### src/sv/ctsc_pkg.sv
// Shared types, codes and byte functions for the counter-mode SPN cipher.
package ctsc_pkg;

    localparam logic [1:0] OP_LOAD    = 2'd0;
    localparam logic [1:0] OP_RESTART = 2'd1;
    localparam logic [1:0] OP_ENCRYPT = 2'd2;

    localparam logic CFG_KEY   = 1'b0;
    localparam logic CFG_ORDER = 1'b1;

    localparam logic [7:0]  RCON_A      = 8'h80;
    localparam logic [7:0]  RCON_B      = 8'h30;
    localparam logic [23:0] ORDER_RESET = 24'hFAC688;

    typedef struct packed {
        logic [1:0]  op;
        logic [7:0]  sbox_index;
        logic [7:0]  sbox_value;
        logic [7:0]  start_high;
        logic [15:0] plain_block;
    } t_in_req;

    typedef struct packed {
        logic [15:0] cipher_block;
        logic [15:0] counter_used;
    } t_out_req;

    typedef struct packed {
        logic       en;
        logic [7:0] addr;
        logic [7:0] data;
    } t_sbox_wr;

    typedef struct packed {
        logic       en;
        logic [7:0] addr;
    } t_sbox_rd;

    typedef enum logic [1:0] {
        ST_IDLE,
        ST_RUN,
        ST_DONE
    } t_state;

    function automatic logic [7:0] nib_swap(input logic [7:0] v);
        return {v[3:0], v[7:4]};
    endfunction

    function automatic logic [7:0] permute_byte(input logic [7:0] v, input logic [23:0] order);
        logic [7:0] res;
        logic [2:0] src;
        res = 8'd0;
        for (int i = 0; i < 8; i++) begin
            src = order[3*i +: 3];
            res[3'(7 - i)] = v[3'd7 - src];
        end
        return res;
    endfunction

endpackage

### src/sv/ctsc_sbox.sv
// S-box RAM, 256 x 8, registered read, per-entry valid bits for reset-to-zero.
module ctsc_sbox (
    input  logic                i_clk,
    input  logic                i_rst_n,
    input  ctsc_pkg::t_sbox_wr  i_wr,
    input  ctsc_pkg::t_sbox_rd  i_rd,
    output logic [7:0]          o_rd_data
);

    logic [7:0] r_mem [256];
    logic [255:0] r_vld;
    logic [7:0] r_q;
    logic       r_q_vld;

    always_ff @(posedge i_clk) begin
        if (i_wr.en) begin
            r_mem[i_wr.addr] <= i_wr.data;
        end
        if (i_rd.en) begin
            r_q <= r_mem[i_rd.addr];
        end
    end

    always_ff @(posedge i_clk) begin
        if (!i_rst_n) begin
            r_vld   <= '0;
            r_q_vld <= 1'b0;
        end else begin
            if (i_wr.en) begin
                r_vld[i_wr.addr] <= 1'b1;
            end
            if (i_rd.en) begin
                r_q_vld <= r_vld[i_rd.addr];
            end
        end
    end

    assign o_rd_data = r_q_vld ? r_q : 8'd0;

endmodule

### src/sv/ctr_tiny_spn_cipher.sv
// Top level: counter-mode encryption over a 16-bit SPN cipher with a loadable S-box.
//
//  channel | direction | handshake              | payload
//  --------+-----------+------------------------+------------------------
//  in      | request   | i_in_valid / o_in_stall | i_in_data  (t_in_req)
//  out     | result    | o_out_valid / i_out_stall | o_out_data (t_out_req)
//  cfg     | write     | i_cfg_valid / o_cfg_ready | i_cfg_index, i_cfg_data
//
// Load, restart and unused requests complete on acceptance. An encrypt request passes
// through the accept cycle, eight chained S-box reads (two for key expansion, two per
// round) and the DONE state, which registers the result. Synchronous active-low reset
// clears the counter, key, output valid flag and all S-box valid bits and reloads the
// reset bit order; no clearing pass is needed. A stalled result holds the engine in
// its final state, while a new request is taken as soon as the engine is idle.
module ctr_tiny_spn_cipher (
    input  logic               i_clk,
    input  logic               i_rst_n,
    input  logic               i_in_valid,
    output logic               o_in_stall,
    input  ctsc_pkg::t_in_req  i_in_data,
    output logic               o_out_valid,
    input  logic               i_out_stall,
    output ctsc_pkg::t_out_req o_out_data,
    input  logic               i_cfg_valid,
    output logic               o_cfg_ready,
    input  logic               i_cfg_index,
    input  logic [23:0]        i_cfg_data
);

    ctsc_pkg::t_state r_state, n_state;
    logic [2:0]  r_step, n_step;
    logic [15:0] r_key;
    logic [23:0] r_order;
    logic [15:0] r_ctr, n_ctr;
    logic [15:0] r_ctr_used;
    logic [15:0] r_plain;
    logic [15:0] r_sk1, n_sk1;
    logic [15:0] r_sk2, n_sk2;
    logic [15:0] r_m, n_m;
    logic [7:0]  r_hi, n_hi;
    logic        r_out_valid;
    ctsc_pkg::t_out_req r_out_data;

    ctsc_pkg::t_sbox_wr sbox_wr;
    ctsc_pkg::t_sbox_rd sbox_rd;
    logic [7:0] sbox_q;
    logic [7:0] q_perm;
    logic       in_acc;
    logic       out_free;
    logic       load_out;
    logic [7:0] a2, a3, a4, a5;
    logic [15:0] m_next;

    assign o_in_stall  = (r_state != ctsc_pkg::ST_IDLE);
    assign o_cfg_ready = 1'b1;
    assign in_acc      = i_in_valid && !o_in_stall;
    assign out_free    = !r_out_valid || !i_out_stall;

    ctsc_sbox u_sbox (
        .i_clk     (i_clk),
        .i_rst_n   (i_rst_n),
        .i_wr      (sbox_wr),
        .i_rd      (sbox_rd),
        .o_rd_data (sbox_q)
    );

    assign q_perm = ctsc_pkg::permute_byte(sbox_q, r_order);
    assign a2     = r_key[15:8] ^ ctsc_pkg::RCON_A ^ sbox_q;
    assign a3     = a2 ^ r_key[7:0];
    assign a4     = r_sk1[15:8] ^ ctsc_pkg::RCON_B ^ sbox_q;
    assign a5     = a4 ^ r_sk1[7:0];

    // next state
    always_comb begin
        n_state = r_state;
        n_step  = r_step;
        case (r_state)
            ctsc_pkg::ST_IDLE: begin
                n_step = 3'd0;
                if (in_acc && i_in_data.op == ctsc_pkg::OP_ENCRYPT) begin
                    n_state = ctsc_pkg::ST_RUN;
                end
            end
            ctsc_pkg::ST_RUN: begin
                n_step = r_step + 3'd1;
                if (r_step == 3'd7) begin
                    n_state = ctsc_pkg::ST_DONE;
                end
            end
            ctsc_pkg::ST_DONE: begin
                if (out_free) begin
                    n_state = ctsc_pkg::ST_IDLE;
                end
            end
            default: n_state = ctsc_pkg::ST_IDLE;
        endcase
    end

    // outputs and datapath
    always_comb begin
        sbox_wr.en   = in_acc && i_in_data.op == ctsc_pkg::OP_LOAD;
        sbox_wr.addr = i_in_data.sbox_index;
        sbox_wr.data = i_in_data.sbox_value;
        sbox_rd.en   = (r_state == ctsc_pkg::ST_RUN);
        sbox_rd.addr = 8'd0;
        load_out     = (r_state == ctsc_pkg::ST_DONE) && out_free;
        n_ctr        = r_ctr;
        n_sk1        = r_sk1;
        n_sk2        = r_sk2;
        n_m          = r_m;
        n_hi         = r_hi;
        m_next       = {r_hi, q_perm};
        if (in_acc) begin
            case (i_in_data.op)
                ctsc_pkg::OP_RESTART: n_ctr = {i_in_data.start_high, 8'd0};
                ctsc_pkg::OP_ENCRYPT: n_ctr = r_ctr + 16'd1;
                default:              n_ctr = r_ctr;
            endcase
        end
        if (r_state == ctsc_pkg::ST_RUN) begin
            case (r_step)
                3'd0: sbox_rd.addr = ctsc_pkg::nib_swap(r_key[7:0]);
                3'd1: begin
                    n_sk1        = {a2, a3};
                    sbox_rd.addr = ctsc_pkg::nib_swap(a3);
                end
                3'd2: begin
                    n_sk2        = {a4, a5};
                    n_m          = r_ctr_used ^ r_key;
                    sbox_rd.addr = n_m[15:8];
                end
                3'd4: begin
                    n_m          = m_next ^ r_sk1;
                    sbox_rd.addr = n_m[15:8];
                end
                3'd6: begin
                    n_m          = m_next ^ r_sk2;
                    sbox_rd.addr = n_m[15:8];
                end
                default: begin
                    n_hi         = q_perm;
                    sbox_rd.addr = r_m[7:0];
                end
            endcase
        end
    end

    always_ff @(posedge i_clk) begin
        if (!i_rst_n) begin
            r_state     <= ctsc_pkg::ST_IDLE;
            r_step      <= 3'd0;
            r_ctr       <= 16'd0;
            r_key       <= 16'd0;
            r_order     <= ctsc_pkg::ORDER_RESET;
            r_out_valid <= 1'b0;
        end else begin
            r_state <= n_state;
            r_step  <= n_step;
            r_ctr   <= n_ctr;
            if (i_cfg_valid && o_cfg_ready) begin
                case (i_cfg_index)
                    ctsc_pkg::CFG_KEY:   r_key   <= i_cfg_data[15:0];
                    ctsc_pkg::CFG_ORDER: r_order <= i_cfg_data;
                    default:             r_key   <= r_key;
                endcase
            end
            if (load_out) begin
                r_out_valid <= 1'b1;
            end else if (!i_out_stall) begin
                r_out_valid <= 1'b0;
            end
        end
    end

    always_ff @(posedge i_clk) begin
        r_sk1 <= n_sk1;
        r_sk2 <= n_sk2;
        r_m   <= n_m;
        r_hi  <= n_hi;
        if (in_acc && i_in_data.op == ctsc_pkg::OP_ENCRYPT) begin
            r_ctr_used <= r_ctr;
            r_plain    <= i_in_data.plain_block;
        end
        if (load_out) begin
            r_out_data.cipher_block <= r_plain ^ m_next;
            r_out_data.counter_used <= r_ctr_used;
        end
    end

    assign o_out_valid = r_out_valid;
    assign o_out_data  = r_out_data;

`ifndef NO_ASSERTIONS
    a_enc_start: assert property (@(posedge i_clk) disable iff (!i_rst_n)
        in_acc && i_in_data.op == ctsc_pkg::OP_ENCRYPT
        |=> r_state == ctsc_pkg::ST_RUN && r_step == 3'd0 && r_ctr == $past(r_ctr) + 16'd1)
        else $error("encrypt request did not start the engine and advance the counter");

    a_restart: assert property (@(posedge i_clk) disable iff (!i_rst_n)
        in_acc && i_in_data.op == ctsc_pkg::OP_RESTART
        |=> r_ctr == {$past(i_in_data.start_high), 8'd0})
        else $error("restart did not load the counter");

    a_result: assert property (@(posedge i_clk) disable iff (!i_rst_n)
        r_state == ctsc_pkg::ST_DONE && out_free
        |=> o_out_valid && o_out_data.counter_used == $past(r_ctr_used))
        else $error("finished block did not reach the output register");

    a_no_read_idle: assert property (@(posedge i_clk) disable iff (!i_rst_n)
        sbox_wr.en |-> !sbox_rd.en)
        else $error("S-box written while the engine reads it");
`endif

endmodule

### config.mk
export PLATFORM = sky130hd
export DESIGN_NAME = ctr_tiny_spn_cipher
export DESIGN_NICKNAME = d
export VERILOG_FILES = /design/src/sv/ctsc_pkg.sv /design/src/sv/ctsc_sbox.sv /design/src/sv/ctr_tiny_spn_cipher.sv
export SDC_FILE = /design/constraint.sdc
export NUM_CORES = 2
export LEC_CHECK = 0
export BUFFER_PORTS_ARGS = -buffer_cell sky130_fd_sc_hd__buf_2
export CAP_MARGIN = 20
export CORE_MARGIN = 3
export CORE_UTILIZATION = 55
export CTS_CLUSTER_SIZE = 28
export DETAILED_ROUTE_END_ITERATION = 6
export GPL_ROUTABILITY_DRIVEN = 0
export PLACE_DENSITY = 0.74
export SLEW_MARGIN = 20
export SYNTH_ARGS = -nofsm -noshare
export SYNTH_HDL_FRONTEND = slang
export SYNTH_HIERARCHICAL = 1
export SYNTH_SLANG_ARGS = --single-unit
### constraint.sdc
create_clock -name i_clk -period 4.2 [get_ports i_clk]
set_clock_uncertainty 0.2 [all_clocks]
set_input_delay 1.26 -clock i_clk [delete_from_list [all_inputs] [get_ports i_clk]]
set_output_delay 1.26 -clock i_clk [all_outputs]
set_load 0.01 [all_outputs]
Yosys cells after proc, flatten, opt, wreduce, memory -nomap -nowiden --
Memory sizes are Yosys's and may differ from the RTL's. A register that Yosys moved wholly into a read port is not among the register bits. Cells that the tools add are included.
Storage, ports and cells: register bits 427, RAM bits 2048, input port bits 72, output and inout bits 35, word-level logic and storage cells 107, memories 1
Memory list:
- u_sbox.r_mem | words 256, width 8, read ports 1, clocked after memory_dff 1, write ports 1, RTL line ctsc_sbox.sv:10 | logic [7:0] r_mem [256];
Operators by class: add/subtract/negate cells 6, $lt $le $gt $ge 7, eq/ne operators 13, muxes and demuxes 26, bitwise operators 13, reduce and logical (&&, ||, !) cells 25
Operator list (number):
- OR 256 bit | 1
- case mux 8 bit (5 select lines) | 1
- case mux 16 bit (2 select lines) | 1
- bitwise XOR 12 x 16 -> 16 bit | 2
- bitwise XOR 8 bit | 4
- case mux 8 bit (3 select lines) | 1
- < comparator 8 x 9 -> 1 bit, second input constant | 2
- adder 16 x 1 -> 16 bit, second input constant | 1
- < comparator 3 x 4 -> 1 bit, second input constant | 4
- two-way mux 8 bit | 2
- bitwise XOR 16 x 12 -> 16 bit | 1
- bitwise XOR 16 bit | 1
- AND reduction 2 bit | 7
- binary-select mux 1 bit (select 3 bit) | 4
- subtractor 3 bit, first input constant | 4
- two-way mux 1 bit | 10
- == test 3 bit, second input constant | 3
- binary-select mux 1 bit (select 8 bit) | 1
- demux 1 bit (select 8 bit) | 1
- greater-or-equal comparator 8 x 1 -> 1 bit, second input constant | 1
- two-way mux 2 bit | 3
- case mux 2 bit (3 select lines) | 1
- case mux 3 bit (2 select lines) | 1
- nonzero test 2 bit | 3
- other kinds (17) | 30

Logic depth before layout (Yosys ltp) --
depth after elaboration 8, mapped depth 19, mapped depth without buffers 13

Cells and area by module --
The synthesis kept the hierarchy.
Modules (own cells, without submodules):
- ctsc_sbox | times used 1, cells an instance 4286, area an instance 87995.6 um^2, seq. area each 66884.1 um^2
- ctr_tiny_spn_cipher | times used 1, cells an instance 583, area an instance 6939.2 um^2, seq. area each 4244.1 um^2

Least setup slack after synthesis --
Ideal clock, no wire load.
path kind register to register, start point reg r_step[1], end point reg u_sbox.r_q[0] (read register of u_sbox.r_mem) (data pin), setup time 0.259 ns, arrival time 3.566 ns, data required time 3.741 ns, setup slack 0.175 ns, stages on the path, launching flop included 17, buffers on the path 4, period minus slack after synthesis 4.025 ns, cells stage by stage dfxtp_1 > inv_1 > ha_1 > buf_2 > nor2b_1 > nor3_1 > nand2_1 > a21oi_1 > buf_2 > clkbuf_1 > buf_1 > mux4_2 > a22oi_1 > a21oi_1 > nor4_1 > o22ai_1 > or2_1
RTL lines:
- start: declaration | RTL line ctr_tiny_spn_cipher.sv:31 | logic [2:0] r_step, n_step;
- start signal: assignment | RTL line ctr_tiny_spn_cipher.sv:158 | r_step <= n_step;
- end: declaration | RTL line ctsc_sbox.sv:12 | logic [7:0] r_q;

==> reports/metrics.csv <==
stage,metric,value,unit
logic_synthesis,yosysSeqAreaShare,0.749,
pwr,power_frac_seq,0.550,
logic_synthesis,synthCells,4869,
floorplan,initial_core_util,0.557,
pwr,ir_drop,0.378,mV
sta,fin_crit,4.35,ns
routing,first_pass_iters,7,
worst_hold_path,hp-start,r_plain[5],
clock_tree,cts-root-buf,clkbuf_16,
final_layout,layout_commonest_cell,edfxtp_1,
sta,setup_violations,8,
flow_run,drv_cap,0,
sta,clock.fmax,230,MHz
routing,dr_wl_met2,121,mm
final_layout,final_cell_mix,"2164 x edfxtp_1, 611 x buf_4, 582 x mux4_2, 305 x dfxtp_1, 281 x nor2_1",
sta,grt_setup_unrepaired,yes,
sta,holdWs,0.218,ns
floorplan,num_rows,151,
sta,worst_slew_pin_slew,1.16,ns
logic_synthesis,ys_warn_count,6,
worst_hold_path,holdPathStages,0,
pwr,p_comb_frac,0.027,
placed_design,hpwl,152,mm
worst_setup_path,r2r_cells,17,
worst_setup_path,worstPathMaxFanout,10,
worst_setup_path,crit_path_start_kind,flop,
worst_setup_path,reg2reg_from,u_sbox/r_q[4],
pwr,power.density,430,mW/mm²
pwr,clock_power_share,0.423,
global_route,grt_max_degree,117,
logic_synthesis,synth_edf_count,2164,
clock_tree,path_clk_slew,0.06,ns
floorplan,pin_count,107,
clock_tree,cts-buffers-inserted,232,
final_layout,final_nets,5745,
worst_hold_path,hold_end,o_out_data[21],
pwr,p_sw,9.89,mW
routing,drt_iter0_markers,6636,
routing,dr_wl_met3,23.9,mm
logic_synthesis,synth_ff_type,edfxtp_1,
routing,wl_per_cell,30.1,µm
routing,top_layer,met5,
global_route,grt_pass1_vias,52700,
pwr,internal_power,38.7,mW
floorplan,die_area,0.178,mm²
routing,drcViolationCount,0,
floorplan,fp.dieH,421,µm
placed_design,io_buffers,105,
clock_tree,cts_tree,yes,
global_route,grt_overflow_total,0,
routing,vias,52700,
clock_tree,cts_num_sinks,2471,
routing,drt-met1-wl,90.8,mm
pwr,p_sw_frac,0.204,
sta,hold_violations,0,
logic_synthesis,yosysUniqueCellTypes,63,
sta,relSlewSlack,0.218,
worst_setup_path,worst-setup-path-type,flop to flop,
final_layout,drive_above_1_share,0.337,
routing,drt-total-wl,246,mm
pwr,power.leakage,36.4,nW
placed_design,place_ws,-0.876,ns
logic_synthesis,ys_async_sr_fraction,0,
logic_synthesis,synth_area,0.0949,mm²
floorplan,core_area,0.170,mm²
clock_tree,max-clock-path-buffers,3,
global_route,grtUsageTotal,0.276,
clock_tree,clkLatencyLatePin,0.86,ns
run_status,violations,negative setup slack,
global_route,antenna_found_initial,10,
worst_hold_path,holdCritPathClass,flop to flop,
global_route,grt_pass1_wl,360,mm
sta,min_period_over_period,1.04,
final_layout,syn_to_final_growth,19.2,%
clock_tree,holdBufCountCts,0,
worst_setup_path,required,4.60,ns
sta,slew_viol_final,0,
worst_setup_path,regToRegSetupSlack,-0.15,ns
sta,fin_ws,-0.155,ns
logic_synthesis,avgSynthCellArea,19.5,µm²
worst_setup_path,worstPathArrival,4.76,ns
run_status,status,"complete, but fails checks",
floorplan,fp.dieW,421,µm
logic_synthesis,ys_ff_latch,2471,
logic_synthesis,syn_nets,4949,
worst_setup_path,r2r_end,u_sbox/r_q[6],
routing,viasPerCell,6.45,
clock_tree,htreeDepth,4,
worst_setup_path,critPathCaptureType,flop,
routing,drtAntennaViolNets,0,
## cell type report
type	instances	area, µm²
Timing Repair Buffer	870	8310
Multi-Input combinational cell	2067	23200
Clock inverter	141	1250
Tap cell	2295	2870
Inverter	23	86.3
Fill cell	10700	57300
Antenna cell	6	15.0
Clock buffer	303	6280
Sequential cell	2471	71100
## per-layer routing
metal	vias to the layer above	global-route usage
met4	2	0.116
li1	21600	-
met2	3111	0.442
met3	558	0.0559
met1	27500	0.374
met5	-	0
## Yosys cell counts, types with 3 or more instances
cell type	instances	area, µm²
a21o_1	3	22.5
a21oi_1	193	966
a221o_1	4	40.0
a222oi_1	3	30.0
a22o_1	7	61.3
a22oi_1	268	2010
and2_1	13	81.3
and3_1	5	31.3
buf_1	26	97.6
buf_2	46	230
buf_4	11	82.6
buf_6	28	315
clkbuf_1	196	736
dfxtp_1	307	6150
edfxtp_1	2164	65000
ha_1	8	100
inv_1	22	82.6
mux2_2	3	33.8
mux2i_1	12	120
mux2i_4	4	90.1
mux4_2	582	13100
nand2_1	129	484
nand2b_1	5	31.3
nand3_1	35	175
nand4_1	16	100
nor2_1	282	1060
nor2b_1	19	119
nor3_1	8	40.0
nor4_1	33	206
nor4_2	5	62.6
o211ai_1	4	30.0
o21a_1	260	1950
o21ai_0	19	95.1
o21ai_1	4	20.0
o221ai_1	10	87.6
o22ai_1	19	119
or2_1	8	50.1
or2_2	4	25.0
xnor2_1	33	289
xor2_1	43	377
## flip-flops by register name, indices dropped and copies added (netlist names)
signal	flops
r_plain	16
r_ctr_used	16
u_sbox/r_vld	256
r_hi	4
u_sbox/r_q_vld	1
r_ctr	16
r_order	12
u_sbox/r_mem	2048
r_key	16
r_state	2
r_m	8
r_step	3
r_sk1	16
u_sbox/r_q	8
o_out_data	32
r_sk2	16
o_out_valid	1
## how the worst max path moves through the flow
stage,startpoint,end,slack [ns],cells after the start
after global placement,u_sbox/r_q[4],u_sbox/r_q[2],-0.91,17
after detailed placement,u_sbox/r_q[4],u_sbox/r_q[2],-0.88,17
after CTS,u_sbox/r_q[4],u_sbox/r_q[0],-0.08,20
after global routing,u_sbox/r_q[4],u_sbox/r_q[6],-0.23,17
after floorplan,r_step[1],u_sbox/r_q[0],0.17,16
final,u_sbox/r_q[4],u_sbox/r_q[6],-0.15,17
## what timing repair did
| item | CTS | global route |
|---|---|---|
| endpoints found under the setup margin | 9 | 9 |
| setup buffers | 51 | 6 |
| pin swaps | 47 | 38 |
| resized for setup | 173 | 84 |
| cloned | 11 | 3 |
## critical path, cell delays in order, from the launching register on
cell and delay (ns):
edfxtp_1 0.36, and2_4 0.18, xnor2_4 0.19, a21oi_2 0.10, a21oi_2 0.18, o21ai_2 0.11
a21oi_4 0.15, buf_12 0.15, buf_8 0.12, buf_12 0.17, buf_16 0.18, buf_8 0.18
mux4_2 0.54, a22oi_2 0.25, a21oi_1 0.17, nor4_4 0.38, o22ai_4 0.19, or2_1 0.27
## power by group through the flow
stage               combinational [mW]  clock, mW  sequential [mW]
finish                            1.29       20.6             26.7
global route                      1.36       21.8             26.7
CTS                               1.26       20.8             26.7
detailed placement                1.19          0             27.3
global placement                  1.16          0             27.3
floorplan                        0.453          0             27.3
## kinds of logic after synthesis
| family | synth area share |
|---|---|
| flops | 0.749 |
| compound gates | 0.0589 |
| mux | 0.141 |
| simple gates | 0.0268 |
| buf+inv | 0.0164 |
| xor+xnor | 0.00701 |
| fa+ha+maj | 0.00105 |
| other cells | 0.0000395 |
## metrics by stage
stage	total power, mW	setup TNS, ns	cells	utilization	cell area, µm²
final	48.6	-0.870	8176	0.664	113000
after detailed placement	28.5	-5.50	7654	0.606	103000
after CTS	48.8	-0.446	8160	0.660	113000
after floorplan	27.7	0	4869	-	94900
after global routing	49.9	-1.50	8175	0.664	113000
after global placement	28.4	-5.54	7654	0.606	103000
Note: power is estimated with default switching activity, not from simulation.
